### config.mk
export PLATFORM = sky130hd
export DESIGN_NAME = sensor_offset_calibrator
export DESIGN_NICKNAME = d
export VERILOG_FILES = /design/src/rtl/soc_pkg.sv /design/src/rtl/soc_ram.sv /design/src/rtl/soc_filt.sv /design/src/rtl/sensor_offset_calibrator.sv
export SDC_FILE = /design/constraint.sdc
export NUM_CORES = 1
export LEC_CHECK = 0
export BUFFER_PORTS_ARGS = -buffer_cell sky130_fd_sc_hd__buf_2
export CORE_ASPECT_RATIO = 1.25
export CORE_MARGIN = 2
export CORE_UTILIZATION = 50
export CTS_BUF_LIST = sky130_fd_sc_hd__clkbuf_4 sky130_fd_sc_hd__clkbuf_8 sky130_fd_sc_hd__clkbuf_16
export DETAILED_ROUTE_END_ITERATION = 16
export PLACE_DENSITY = 0.66
export SYNTH_ARGS = -nofsm -noshare
export SYNTH_HDL_FRONTEND = slang
export SYNTH_HIERARCHICAL = 1
export SYNTH_SLANG_ARGS = --single-unit
### constraint.sdc
create_clock -name clk_i -period 17.2 [get_ports clk_i]
set_input_delay 0 -clock clk_i [delete_from_list [all_inputs] [get_ports clk_i]]
set_output_delay 0 -clock clk_i [all_outputs]
set_load 0.01 [all_outputs]
### src/rtl/soc_pkg.sv
// Shared types and constants of the sensor offset calibrator.
// Depends on nothing; imported by soc_filt, the top level and the testbench.
package soc_pkg;

  localparam int CHANNELS = 7;
  localparam int CH_W     = (CHANNELS > 1) ? $clog2(CHANNELS) : 1;
  localparam int DATA_W   = 16;
  localparam int CNT_W    = 5;

  // Lowpass weights in Q16; they sum to exactly one.
  localparam logic [15:0] COEF_PREV_Q16 = 16'd58982;
  localparam logic [15:0] COEF_NOW_Q16  = 16'd6554;

  typedef enum logic [1:0] {
    OP_PRIME   = 2'd0,
    OP_CALIB   = 2'd1,
    OP_CORRECT = 2'd2
  } opcode_e;

  typedef enum logic [2:0] {
    MODE_NONE  = 3'd0,
    MODE_LP    = 3'd1,
    MODE_HP    = 3'd2,
    MODE_LP_HP = 3'd3,
    MODE_HP_LP = 3'd4
  } filt_mode_e;

  typedef enum logic [1:0] {
    CFG_FILTER_MODE   = 2'd0,
    CFG_FIRST_CHANNEL = 2'd1,
    CFG_CHANNEL_COUNT = 2'd2
  } cfg_index_e;

  typedef enum logic [2:0] {
    S_IDLE,
    S_READ,
    S_SUM,
    S_MUL,
    S_DONE
  } state_e;

  // One channel's stored state.
  typedef struct packed {
    logic signed [DATA_W-1:0] offset;
    logic signed [DATA_W-1:0] lp;
    logic signed [DATA_W-1:0] hp;
  } chan_entry_t;

  // Outputs of one filter pass.
  typedef struct packed {
    logic signed [DATA_W-1:0] lp;
    logic signed [DATA_W-1:0] hp;
  } filt_res_t;

endpackage

### src/rtl/soc_ram.sv
// Generic single-write, single-read RAM with a registered read port.
// Depends on nothing.
module soc_ram #(
  parameter int WIDTH = 8,
  parameter int DEPTH = 2
) (
  input  logic                                   clk_i,
  input  logic                                   we_i,
  input  logic [((DEPTH > 1) ? $clog2(DEPTH) : 1)-1:0] waddr_i,
  input  logic [WIDTH-1:0]                       wdata_i,
  input  logic                                   re_i,
  input  logic [((DEPTH > 1) ? $clog2(DEPTH) : 1)-1:0] raddr_i,
  output logic [WIDTH-1:0]                       rdata_o
);

  logic [WIDTH-1:0] mem_q [DEPTH];
  logic [WIDTH-1:0] rdata_q;

  always_ff @(posedge clk_i) begin
    if (we_i) begin
      mem_q[waddr_i] <= wdata_i;
    end
    if (re_i) begin
      rdata_q <= mem_q[raddr_i];
    end
  end

  assign rdata_o = rdata_q;

endmodule

### src/rtl/soc_filt.sv
// One first-order filter pass: registered products, then sum and truncation.
// Depends on soc_pkg for coefficients and the result struct.
module soc_filt
  import soc_pkg::*;
(
  input  logic                     clk_i,
  input  logic                     start_i,
  input  logic signed [DATA_W-1:0] now_i,
  input  logic signed [DATA_W-1:0] prev_i,
  output filt_res_t                res_o
);

  logic signed [32:0]       prod_prev_q;
  logic signed [32:0]       prod_now_q;
  logic signed [DATA_W-1:0] now_q;
  logic signed [33:0]       acc;
  logic signed [17:0]       quot;

  // Products are registered when a pass starts; the sum is formed from them in the following cycle.
  always_ff @(posedge clk_i) begin
    if (start_i) begin
      prod_prev_q <= 33'($signed({1'b0, COEF_PREV_Q16})) * 33'(prev_i);
      prod_now_q  <= 33'($signed({1'b0, COEF_NOW_Q16})) * 33'(now_i);
      now_q       <= now_i;
    end
  end

  always_comb begin
    acc  = 34'(prod_prev_q) + 34'(prod_now_q);
    quot = acc[33:16];
    // The shift floors; a negative value with a remainder moves up by one.
    if (acc[33] && (acc[15:0] != 16'd0)) begin
      quot = quot + 18'sd1;
    end
    res_o.lp = quot[DATA_W-1:0];
    res_o.hp = now_q - quot[DATA_W-1:0];
  end

endmodule

### src/rtl/sensor_offset_calibrator.sv
// Top level of the sensor offset calibrator: sequencer, channel store, output register.
// Depends on soc_pkg, soc_ram and soc_filt.
// Each word runs IDLE, READ, SUM for each filter pass (MUL before a second one) and DONE,
// which loads the result register; no new word is taken until DONE hands off, a limit set by
// the read of the channel store and the shared multiply-and-sum filter unit, which the
// two-stage chains use twice; a stalled result word holds the sequencer and adds the stall.
// Reset clears the registers to filter_mode 0, first_channel 0, channel_count 7.
module sensor_offset_calibrator
  import soc_pkg::*;
(
  input  logic                     clk_i,
  input  logic                     rst_ni,
  // input words
  input  logic                     in_valid_i,
  output logic                     in_stall_o,
  input  logic [1:0]               opcode_i,
  input  logic [2:0]               channel_i,
  input  logic signed [DATA_W-1:0] sample_i,
  // result words
  output logic                     out_valid_o,
  input  logic                     out_stall_i,
  output logic signed [DATA_W-1:0] result_value_o,
  output logic signed [DATA_W-1:0] offset_value_o,
  output logic                     status_o,
  // configuration writes
  input  logic                     cfg_valid_i,
  output logic                     cfg_ready_o,
  input  logic [1:0]               cfg_index_i,
  input  logic [2:0]               cfg_data_i
);

  // ---------------------------------------------------------------------------
  // Configuration registers. Writes are always taken; the user is to send them only while
  // the block is idle (the block does not enforce this), so no word in flight sees a change.
  // ---------------------------------------------------------------------------
  logic [2:0] mode_cfg_q;
  logic [2:0] first_cfg_q;
  logic [2:0] count_cfg_q;

  assign cfg_ready_o = 1'b1;

  always_ff @(posedge clk_i or negedge rst_ni) begin
    if (!rst_ni) begin
      mode_cfg_q  <= MODE_NONE;
      first_cfg_q <= 3'd0;
      count_cfg_q <= 3'd7;
    end else if (cfg_valid_i) begin
      case (cfg_index_i)
        CFG_FILTER_MODE:   mode_cfg_q  <= cfg_data_i;
        CFG_FIRST_CHANNEL: first_cfg_q <= cfg_data_i;
        CFG_CHANNEL_COUNT: count_cfg_q <= cfg_data_i;
        default: ;
      endcase
    end
  end

  // ---------------------------------------------------------------------------
  // Decode of an incoming word. A channel at or beyond CHANNELS does not
  // exist; prime and calibrate must also fall inside the configured window,
  // and a window that runs past the last channel or is empty rejects them all.
  // ---------------------------------------------------------------------------
  state_e             state_q, state_d;
  logic               accept;
  logic [CNT_W-1:0]   ch_ext;
  logic [CNT_W-1:0]   win_end;
  logic               ch_exists;
  logic               cfg_ok;
  logic               ch_in_range;
  logic [CH_W-1:0]    ch_idx;

  assign in_stall_o = (state_q != S_IDLE);
  assign accept     = in_valid_i && (state_q == S_IDLE);

  always_comb begin
    ch_ext      = CNT_W'(channel_i);
    win_end     = CNT_W'(first_cfg_q) + CNT_W'(count_cfg_q);
    ch_exists   = ch_ext < CNT_W'(CHANNELS);
    cfg_ok      = (count_cfg_q != 3'd0) && (win_end <= CNT_W'(CHANNELS));
    ch_in_range = ch_exists && cfg_ok && (channel_i >= first_cfg_q) && (ch_ext < win_end);
    ch_idx      = ch_exists ? ch_ext[CH_W-1:0] : '0;
  end

  // ---------------------------------------------------------------------------
  // Word registers held for the whole sequence of one item.
  // ---------------------------------------------------------------------------
  logic [1:0]               op_q;
  logic [CH_W-1:0]          idx_q;
  logic signed [DATA_W-1:0] x_q;
  logic [2:0]               mode_q;
  logic                     exists_q;
  logic                     in_range_q;
  logic signed [DATA_W-1:0] off_q;
  logic signed [DATA_W-1:0] lp_q;
  logic signed [DATA_W-1:0] hp_q;
  logic signed [DATA_W-1:0] res_q;
  logic                     stat_q;
  logic                     we_q;
  logic                     upd_off_q;
  logic                     pass_q;

  // ---------------------------------------------------------------------------
  // Channel store: offset and both filter states in one entry per channel.
  // Only the offset has a defined reset, so each entry carries a valid bit
  // and an entry never written reads its offset as zero.
  // ---------------------------------------------------------------------------
  logic                ram_we;
  chan_entry_t         ram_wdata;
  logic [$bits(chan_entry_t)-1:0] ram_rdata;
  chan_entry_t         rd_ent;
  logic [CHANNELS-1:0] off_vld_q;
  logic signed [DATA_W-1:0] off_eff;

  soc_ram #(
    .WIDTH ($bits(chan_entry_t)),
    .DEPTH (CHANNELS)
  ) u_ram (
    .clk_i   (clk_i),
    .we_i    (ram_we),
    .waddr_i (idx_q),
    .wdata_i (ram_wdata),
    .re_i    (accept),
    .raddr_i (ch_idx),
    .rdata_o (ram_rdata)
  );

  assign rd_ent  = chan_entry_t'(ram_rdata);
  assign off_eff = off_vld_q[idx_q] ? rd_ent.offset : '0;

  // Mode groupings used by the sequencer.
  logic mode_lp_first;
  logic mode_two_pass;
  logic mode_filters;

  assign mode_lp_first = (mode_q == MODE_LP) || (mode_q == MODE_LP_HP);
  assign mode_two_pass = (mode_q == MODE_LP_HP) || (mode_q == MODE_HP_LP);
  assign mode_filters  = (mode_q == MODE_LP) || (mode_q == MODE_HP) ||
                         (mode_q == MODE_LP_HP) || (mode_q == MODE_HP_LP);

  logic prime_go;
  logic calib_go;
  logic corr_go;

  assign prime_go = (op_q == OP_PRIME) && in_range_q;
  assign calib_go = (op_q == OP_CALIB) && in_range_q;
  assign corr_go  = (op_q == OP_CORRECT) && exists_q;

  // ---------------------------------------------------------------------------
  // Shared filter unit. A pass starts in READ (first stage of the chain) or
  // in MUL (second stage), and its result is taken in SUM.
  // ---------------------------------------------------------------------------
  logic                     filt_start;
  logic signed [DATA_W-1:0] filt_now;
  logic signed [DATA_W-1:0] filt_prev;
  filt_res_t                filt_res;

  soc_filt u_filt (
    .clk_i   (clk_i),
    .start_i (filt_start),
    .now_i   (filt_now),
    .prev_i  (filt_prev),
    .res_o   (filt_res)
  );

  // ---------------------------------------------------------------------------
  // Offset update: the average of filtered value and old offset, truncated
  // toward zero.
  // ---------------------------------------------------------------------------
  logic signed [DATA_W:0]   off_sum;
  logic signed [DATA_W:0]   off_adj;
  logic signed [DATA_W-1:0] off_new;
  logic signed [DATA_W-1:0] off_out;

  always_comb begin
    off_sum = (DATA_W+1)'(res_q) + (DATA_W+1)'(off_q);
    off_adj = off_sum[DATA_W] ? (off_sum + 17'sd1) : off_sum;
    off_new = off_adj[DATA_W:1];
    off_out = upd_off_q ? off_new : off_q;
  end

  // ---------------------------------------------------------------------------
  // Output register. It loads when the sequence ends and the previous word
  // has gone or goes in this cycle.
  // ---------------------------------------------------------------------------
  logic                     out_valid_q;
  logic                     out_load;
  logic signed [DATA_W-1:0] out_res_q;
  logic signed [DATA_W-1:0] out_off_q;
  logic                     out_stat_q;

  assign out_valid_o    = out_valid_q;
  assign result_value_o = out_res_q;
  assign offset_value_o = out_off_q;
  assign status_o       = out_stat_q;

  // ---------------------------------------------------------------------------
  // Sequencer: IDLE takes a word and reads its channel, READ classifies it
  // and starts the first filter pass if there is one, SUM collects a pass, MUL starts the
  // second pass of a two-stage chain, DONE writes back and hands the result
  // to the output register.
  // ---------------------------------------------------------------------------
  always_ff @(posedge clk_i or negedge rst_ni) begin
    if (!rst_ni) begin
      state_q <= S_IDLE;
    end else begin
      state_q <= state_d;
    end
  end

  always_comb begin
    state_d    = state_q;
    filt_start = 1'b0;
    filt_now   = x_q;
    filt_prev  = '0;
    out_load   = 1'b0;
    ram_we     = 1'b0;
    ram_wdata  = '{offset: off_out, lp: lp_q, hp: hp_q};
    unique case (state_q)
      S_IDLE: begin
        if (in_valid_i) begin
          state_d = S_READ;
        end
      end
      S_READ: begin
        state_d = S_DONE;
        if (prime_go) begin
          filt_start = 1'b1;
          state_d    = S_SUM;
        end else if (calib_go && mode_filters) begin
          filt_start = 1'b1;
          filt_prev  = mode_lp_first ? rd_ent.lp : rd_ent.hp;
          state_d    = S_SUM;
        end
      end
      S_SUM: begin
        state_d = (calib_go && mode_two_pass && !pass_q) ? S_MUL : S_DONE;
      end
      S_MUL: begin
        filt_start = 1'b1;
        filt_now   = (mode_q == MODE_LP_HP) ? lp_q : hp_q;
        filt_prev  = (mode_q == MODE_LP_HP) ? hp_q : lp_q;
        state_d    = S_SUM;
      end
      S_DONE: begin
        if (!out_valid_q || !out_stall_i) begin
          out_load = 1'b1;
          ram_we   = we_q;
          state_d  = S_IDLE;
        end
      end
      default: state_d = S_IDLE;
    endcase
  end

  // Control flags of the word in flight.
  always_ff @(posedge clk_i or negedge rst_ni) begin
    if (!rst_ni) begin
      we_q      <= 1'b0;
      upd_off_q <= 1'b0;
      pass_q    <= 1'b0;
    end else begin
      if (accept) begin
        we_q      <= 1'b0;
        upd_off_q <= 1'b0;
        pass_q    <= 1'b0;
      end else if (state_q == S_READ) begin
        // Prime seeds in every mode; calibrate writes only for a known mode.
        we_q      <= prime_go || (calib_go && (mode_filters || mode_q == MODE_NONE));
        upd_off_q <= calib_go && (mode_filters || mode_q == MODE_NONE);
      end else if (state_q == S_MUL) begin
        pass_q <= 1'b1;
      end
    end
  end

  // Payload of the word in flight.
  always_ff @(posedge clk_i) begin
    if (accept) begin
      op_q       <= opcode_i;
      idx_q      <= ch_idx;
      x_q        <= sample_i;
      mode_q     <= mode_cfg_q;
      exists_q   <= ch_exists;
      in_range_q <= ch_in_range;
    end else if (state_q == S_READ) begin
      off_q  <= exists_q ? off_eff : '0;
      lp_q   <= rd_ent.lp;
      hp_q   <= rd_ent.hp;
      stat_q <= !(corr_go || prime_go || calib_go);
      if (corr_go) begin
        res_q <= x_q - off_eff;
      end else if (prime_go || calib_go) begin
        res_q <= x_q;
      end else begin
        res_q <= '0;
      end
    end else if (state_q == S_SUM) begin
      if (op_q == OP_PRIME) begin
        lp_q <= filt_res.lp;
        hp_q <= filt_res.hp;
        if ((mode_q == MODE_LP) || (mode_q == MODE_HP_LP)) begin
          res_q <= filt_res.lp;
        end else if ((mode_q == MODE_HP) || (mode_q == MODE_LP_HP)) begin
          res_q <= filt_res.hp;
        end
      end else begin
        case (mode_q)
          MODE_LP: begin
            lp_q  <= filt_res.lp;
            res_q <= filt_res.lp;
          end
          MODE_HP: begin
            hp_q  <= filt_res.hp;
            res_q <= filt_res.hp;
          end
          MODE_LP_HP: begin
            if (!pass_q) begin
              lp_q <= filt_res.lp;
            end else begin
              hp_q  <= filt_res.hp;
              res_q <= filt_res.hp;
            end
          end
          MODE_HP_LP: begin
            if (!pass_q) begin
              hp_q <= filt_res.hp;
            end else begin
              lp_q  <= filt_res.lp;
              res_q <= filt_res.lp;
            end
          end
          default: ;
        endcase
      end
    end
  end

  // Offset valid bits: an entry's offset is defined once it has been written.
  always_ff @(posedge clk_i or negedge rst_ni) begin
    if (!rst_ni) begin
      off_vld_q <= '0;
    end else if (ram_we) begin
      off_vld_q[idx_q] <= 1'b1;
    end
  end

  always_ff @(posedge clk_i or negedge rst_ni) begin
    if (!rst_ni) begin
      out_valid_q <= 1'b0;
    end else if (out_load) begin
      out_valid_q <= 1'b1;
    end else if (!out_stall_i) begin
      out_valid_q <= 1'b0;
    end
  end

  always_ff @(posedge clk_i) begin
    if (out_load) begin
      out_res_q  <= res_q;
      out_off_q  <= off_out;
      out_stat_q <= stat_q;
    end
  end

  // ---------------------------------------------------------------------------
  // Assertions
  // ---------------------------------------------------------------------------
  a_accept_reads: assert property (@(posedge clk_i) disable iff (!rst_ni)
    accept |=> (state_q == S_READ))
    else $error("accepted word did not move to the read state");

  a_write_on_done: assert property (@(posedge clk_i) disable iff (!rst_ni)
    ram_we |-> ((state_q == S_DONE) && out_load))
    else $error("channel store written outside the hand-off");

  a_second_pass: assert property (@(posedge clk_i) disable iff (!rst_ni)
    (state_q == S_MUL) |=> ((state_q == S_SUM) && pass_q))
    else $error("second filter pass not collected");

  a_reject_zero: assert property (@(posedge clk_i) disable iff (!rst_ni)
    (out_valid_o && status_o) |-> (result_value_o == '0))
    else $error("rejected word carries a nonzero result");

endmodule

==> results_dict.tcl <==
set metrics [dict create \
    antenna_found_initial 0 \
    fin_nets 3480 \
    yosysWarnings 6 \
    final_cell_mix "edfxtp_1, inv_1, ha_1, nand2_1, mux2i_1" \
    die_w_um 245.4 \
    vias 23080 \
    grt.total_usage 0.2457 \
    ant_nets 0 \
    worstHoldPathType "input pin to flop" \
    syn-num-nets 3372 \
    power_density_nw_per_um2 212.9 \
    cts_buffer_depth 3 \
    synthFlopType "edfxtp_1" \
    finalCriticalPeriod_ns 9.052 \
    grt-ovfl-total 0 \
    crit_path_end_kind "flop" \
    wl_um 90640 \
    area_growth_pct 10.72 \
    start_kind "flop" \
    synthSimpleGateAreaFrac 0.07972 \
    outcome "finished clean" \
    r2r_slack_ns 8.15 \
    async_reset_ff_frac 0.03795 \
    root_buffer "clkbuf_16" \
    setup_viol 0 \
    cp_max_fo 55 \
    slowest_stage "o22ai_1" \
    synth-adder-area-share 0.1761 \
    grt_pass1_wl_um 140400 \
    synth-compound-area-share 0.09738 \
    maxCapViolCount 0 \
    syn_area_um2 36410 \
    firstDrtPassIters 5 \
    dieHeight_um 305.7 \
    ys_ff_latch 606 \
    design_area_um2 40310 \
    drt-vias-per-instance 5.734 \
    htreeDepth 2 \
    rsz0062_at_grt "false" \
    std_cell_rows 110 \
    max-vdd-ir-drop_mv 0.2196 \
    port_buffers 65 \
    antenna_cells 0 \
    core_region_area_um2 72120 \
    ys_seq_area_frac 0.4967 \
    cpPeakStageDelay_ns 0.65 \
    grt_max_degree 130 \
    cts.clk_slew.worst_paths_ns 0.06 \
    required_ns 17.57 \
    ctsResizeCount 0 \
    max_freq_mhz 110.5 \
    wire_per_inst_um 22.52 \
    synthDistinctLibCells 92 \
    slew_viol_final 0 \
    dp.cells 3875 \
    fin_crit_sh 0.5263 \
    synth-edff-count 583 \
    stdcell_count 4025 \
    fillers 5953 \
    relSlewSlack 0.1816 \
    hold_viol_final 0 \
    path_class "flop to flop" \
    ios 67 \
    drive_gt1_frac 0.1045 \
    routabilityCongestion 0.9691 \
    drt_iter0_drc 1491 \
    clock_skew_ns 0.03209 \
    syn_area_per_cell_um2 12.49 \
    drc 0 \
    start_util 0.5049 \
    p_leak_nw 16.78 \
    worst_pin_slew_ns 1.228 \
    cts_buffers 61 \
    synth.area.mux_share 0.06831 \
    clock-sinks 606 \
    post_synth_inst_count 2915 \
    synth-xor-area-share 0.03745 \
    synth_top_family_by_area "adder cells" \
    grt_pass1_vias 24060 \
    clk_latency_ns 0.65 \
    tritoncts "built" \
    dpl.hpwl_um 63520 \
    final_common_cell "edfxtp_1" \
    setup_tns_ns 0 \
    place_area_um2 37890 \
    die_area_um2 75010 \
    arrival_ns 9.42 \
]
power by group:
part,internal [mW],switching (mW)
combinational,1.97,2.88
sequential,2.18,0.179
clock,0.782,0.588
total,4.94,3.65
critical path, delay by kind of cell (launching register included):
family | cells | cell delay (ns)
xor gates and xnor gates | 1 | 0.15
adders and majority gates | 7 | 3.07
and+or+nand+nor | 4 | 0.56
DFF | 1 | 0.48
buffers and inverters | 6 | 0.83
AOI/OAI and AO/OA | 12 | 3.67
Yosys cell counts, types with 21 or more instances:
library cell | instances | share of area
nor2_1 | 96 | 0.0099
o21bai_1 | 21 | 0.0043
o221ai_1 | 53 | 0.013
o21ai_0 | 63 | 0.0087
nor2b_1 | 22 | 0.0038
nand2_1 | 213 | 0.022
xor2_1 | 49 | 0.012
edfxtp_1 | 583 | 0.48
o211ai_1 | 35 | 0.0072
buf_2 | 22 | 0.0030
xnor2_1 | 103 | 0.025
nand3_1 | 43 | 0.0059
a21o_1 | 41 | 0.0085
mux2_1 | 27 | 0.0083
a21oi_1 | 118 | 0.016
clkbuf_1 | 56 | 0.0058
fa_1 | 141 | 0.078
mux2i_1 | 169 | 0.046
inv_1 | 315 | 0.032
nand2b_1 | 71 | 0.012
and3_1 | 30 | 0.0052
ha_1 | 285 | 0.098
nor3_1 | 26 | 0.0036
flip-flops by register name (all words and copies together), names as in the netlist, 27 cells and up:
name                count
u_filt/prod_prev_q     32
u_ram/rdata_o          48
u_filt/prod_now_q      27
u_ram/mem_q           336
cell type report:
class | count | area (µm²) | share of cell area
tap | 952 | 1191 | 0.02955
sequential | 606 | 18090 | 0.4486
clock buffer | 66 | 1564 | 0.03879
clock inverter | 47 | 488.0 | 0.01210
multi-input combinational | 1900 | 16820 | 0.4172
timing repair buffer | 138 | 978.4 | 0.02427
inverter | 316 | 1187 | 0.02945
metrics by stage:
step | power [mW] | util | hold WS [ns] | worst slack (ns)
4_1_cts | 8.643 | 0.5590 | 0.02777 | 8.172
6_report | 8.581 | 0.5590 | 0.07158 | 8.148
3_3_place_gp | 7.128 | 0.5254 | 0.002340 | 8.328
5_1_grt | 9.291 | 0.5590 | 0.07569 | 7.537
2_1_floorplan | 5.936 | - | -0.2956 | 9.356
3_5_place_dp | 7.173 | 0.5254 | 0.009077 | 8.198
path summary, 6_finish.rpt:
path,cells past startpoint,to,start
min reg2reg,0,status_o,stat_q
max in group asynchronous,4,first_cfg_q[2],rst_ni
max reg2reg,30,u_filt/prod_prev_q[31],state_q[0]
max,30,u_filt/prod_prev_q[31],state_q[0]
min in group asynchronous,3,count_cfg_q[1],rst_ni
min,5,in_range_q,channel_i[1]
routing by layer:
layer  GRT usage  share of wire
met1      0.3065           0.41
met2      0.4499           0.53
met3     0.02485          0.037
met4     0.06878          0.026
met5           0              0
cell families (layout without fill, tap and decap cells):
family	after synthesis	after routing
AND/OR/NAND/NOR	586	586
buffers and inverters	409	567
flip-flops	606	606
XOR/XNOR	154	154
adder cells (fa/ha/maj)	428	428
multiplexers	232	232
AO/OA/AOI/OAI	499	499
other	1	1
repair_timing:
item / in CTS / in global routing
hold buffers: 37 / 0
hold endpoints to repair: 73 / 0
buffers inserted: 0 / 0
setup endpoints to repair: 0 / 0
(Power assumes the default switching activity.)
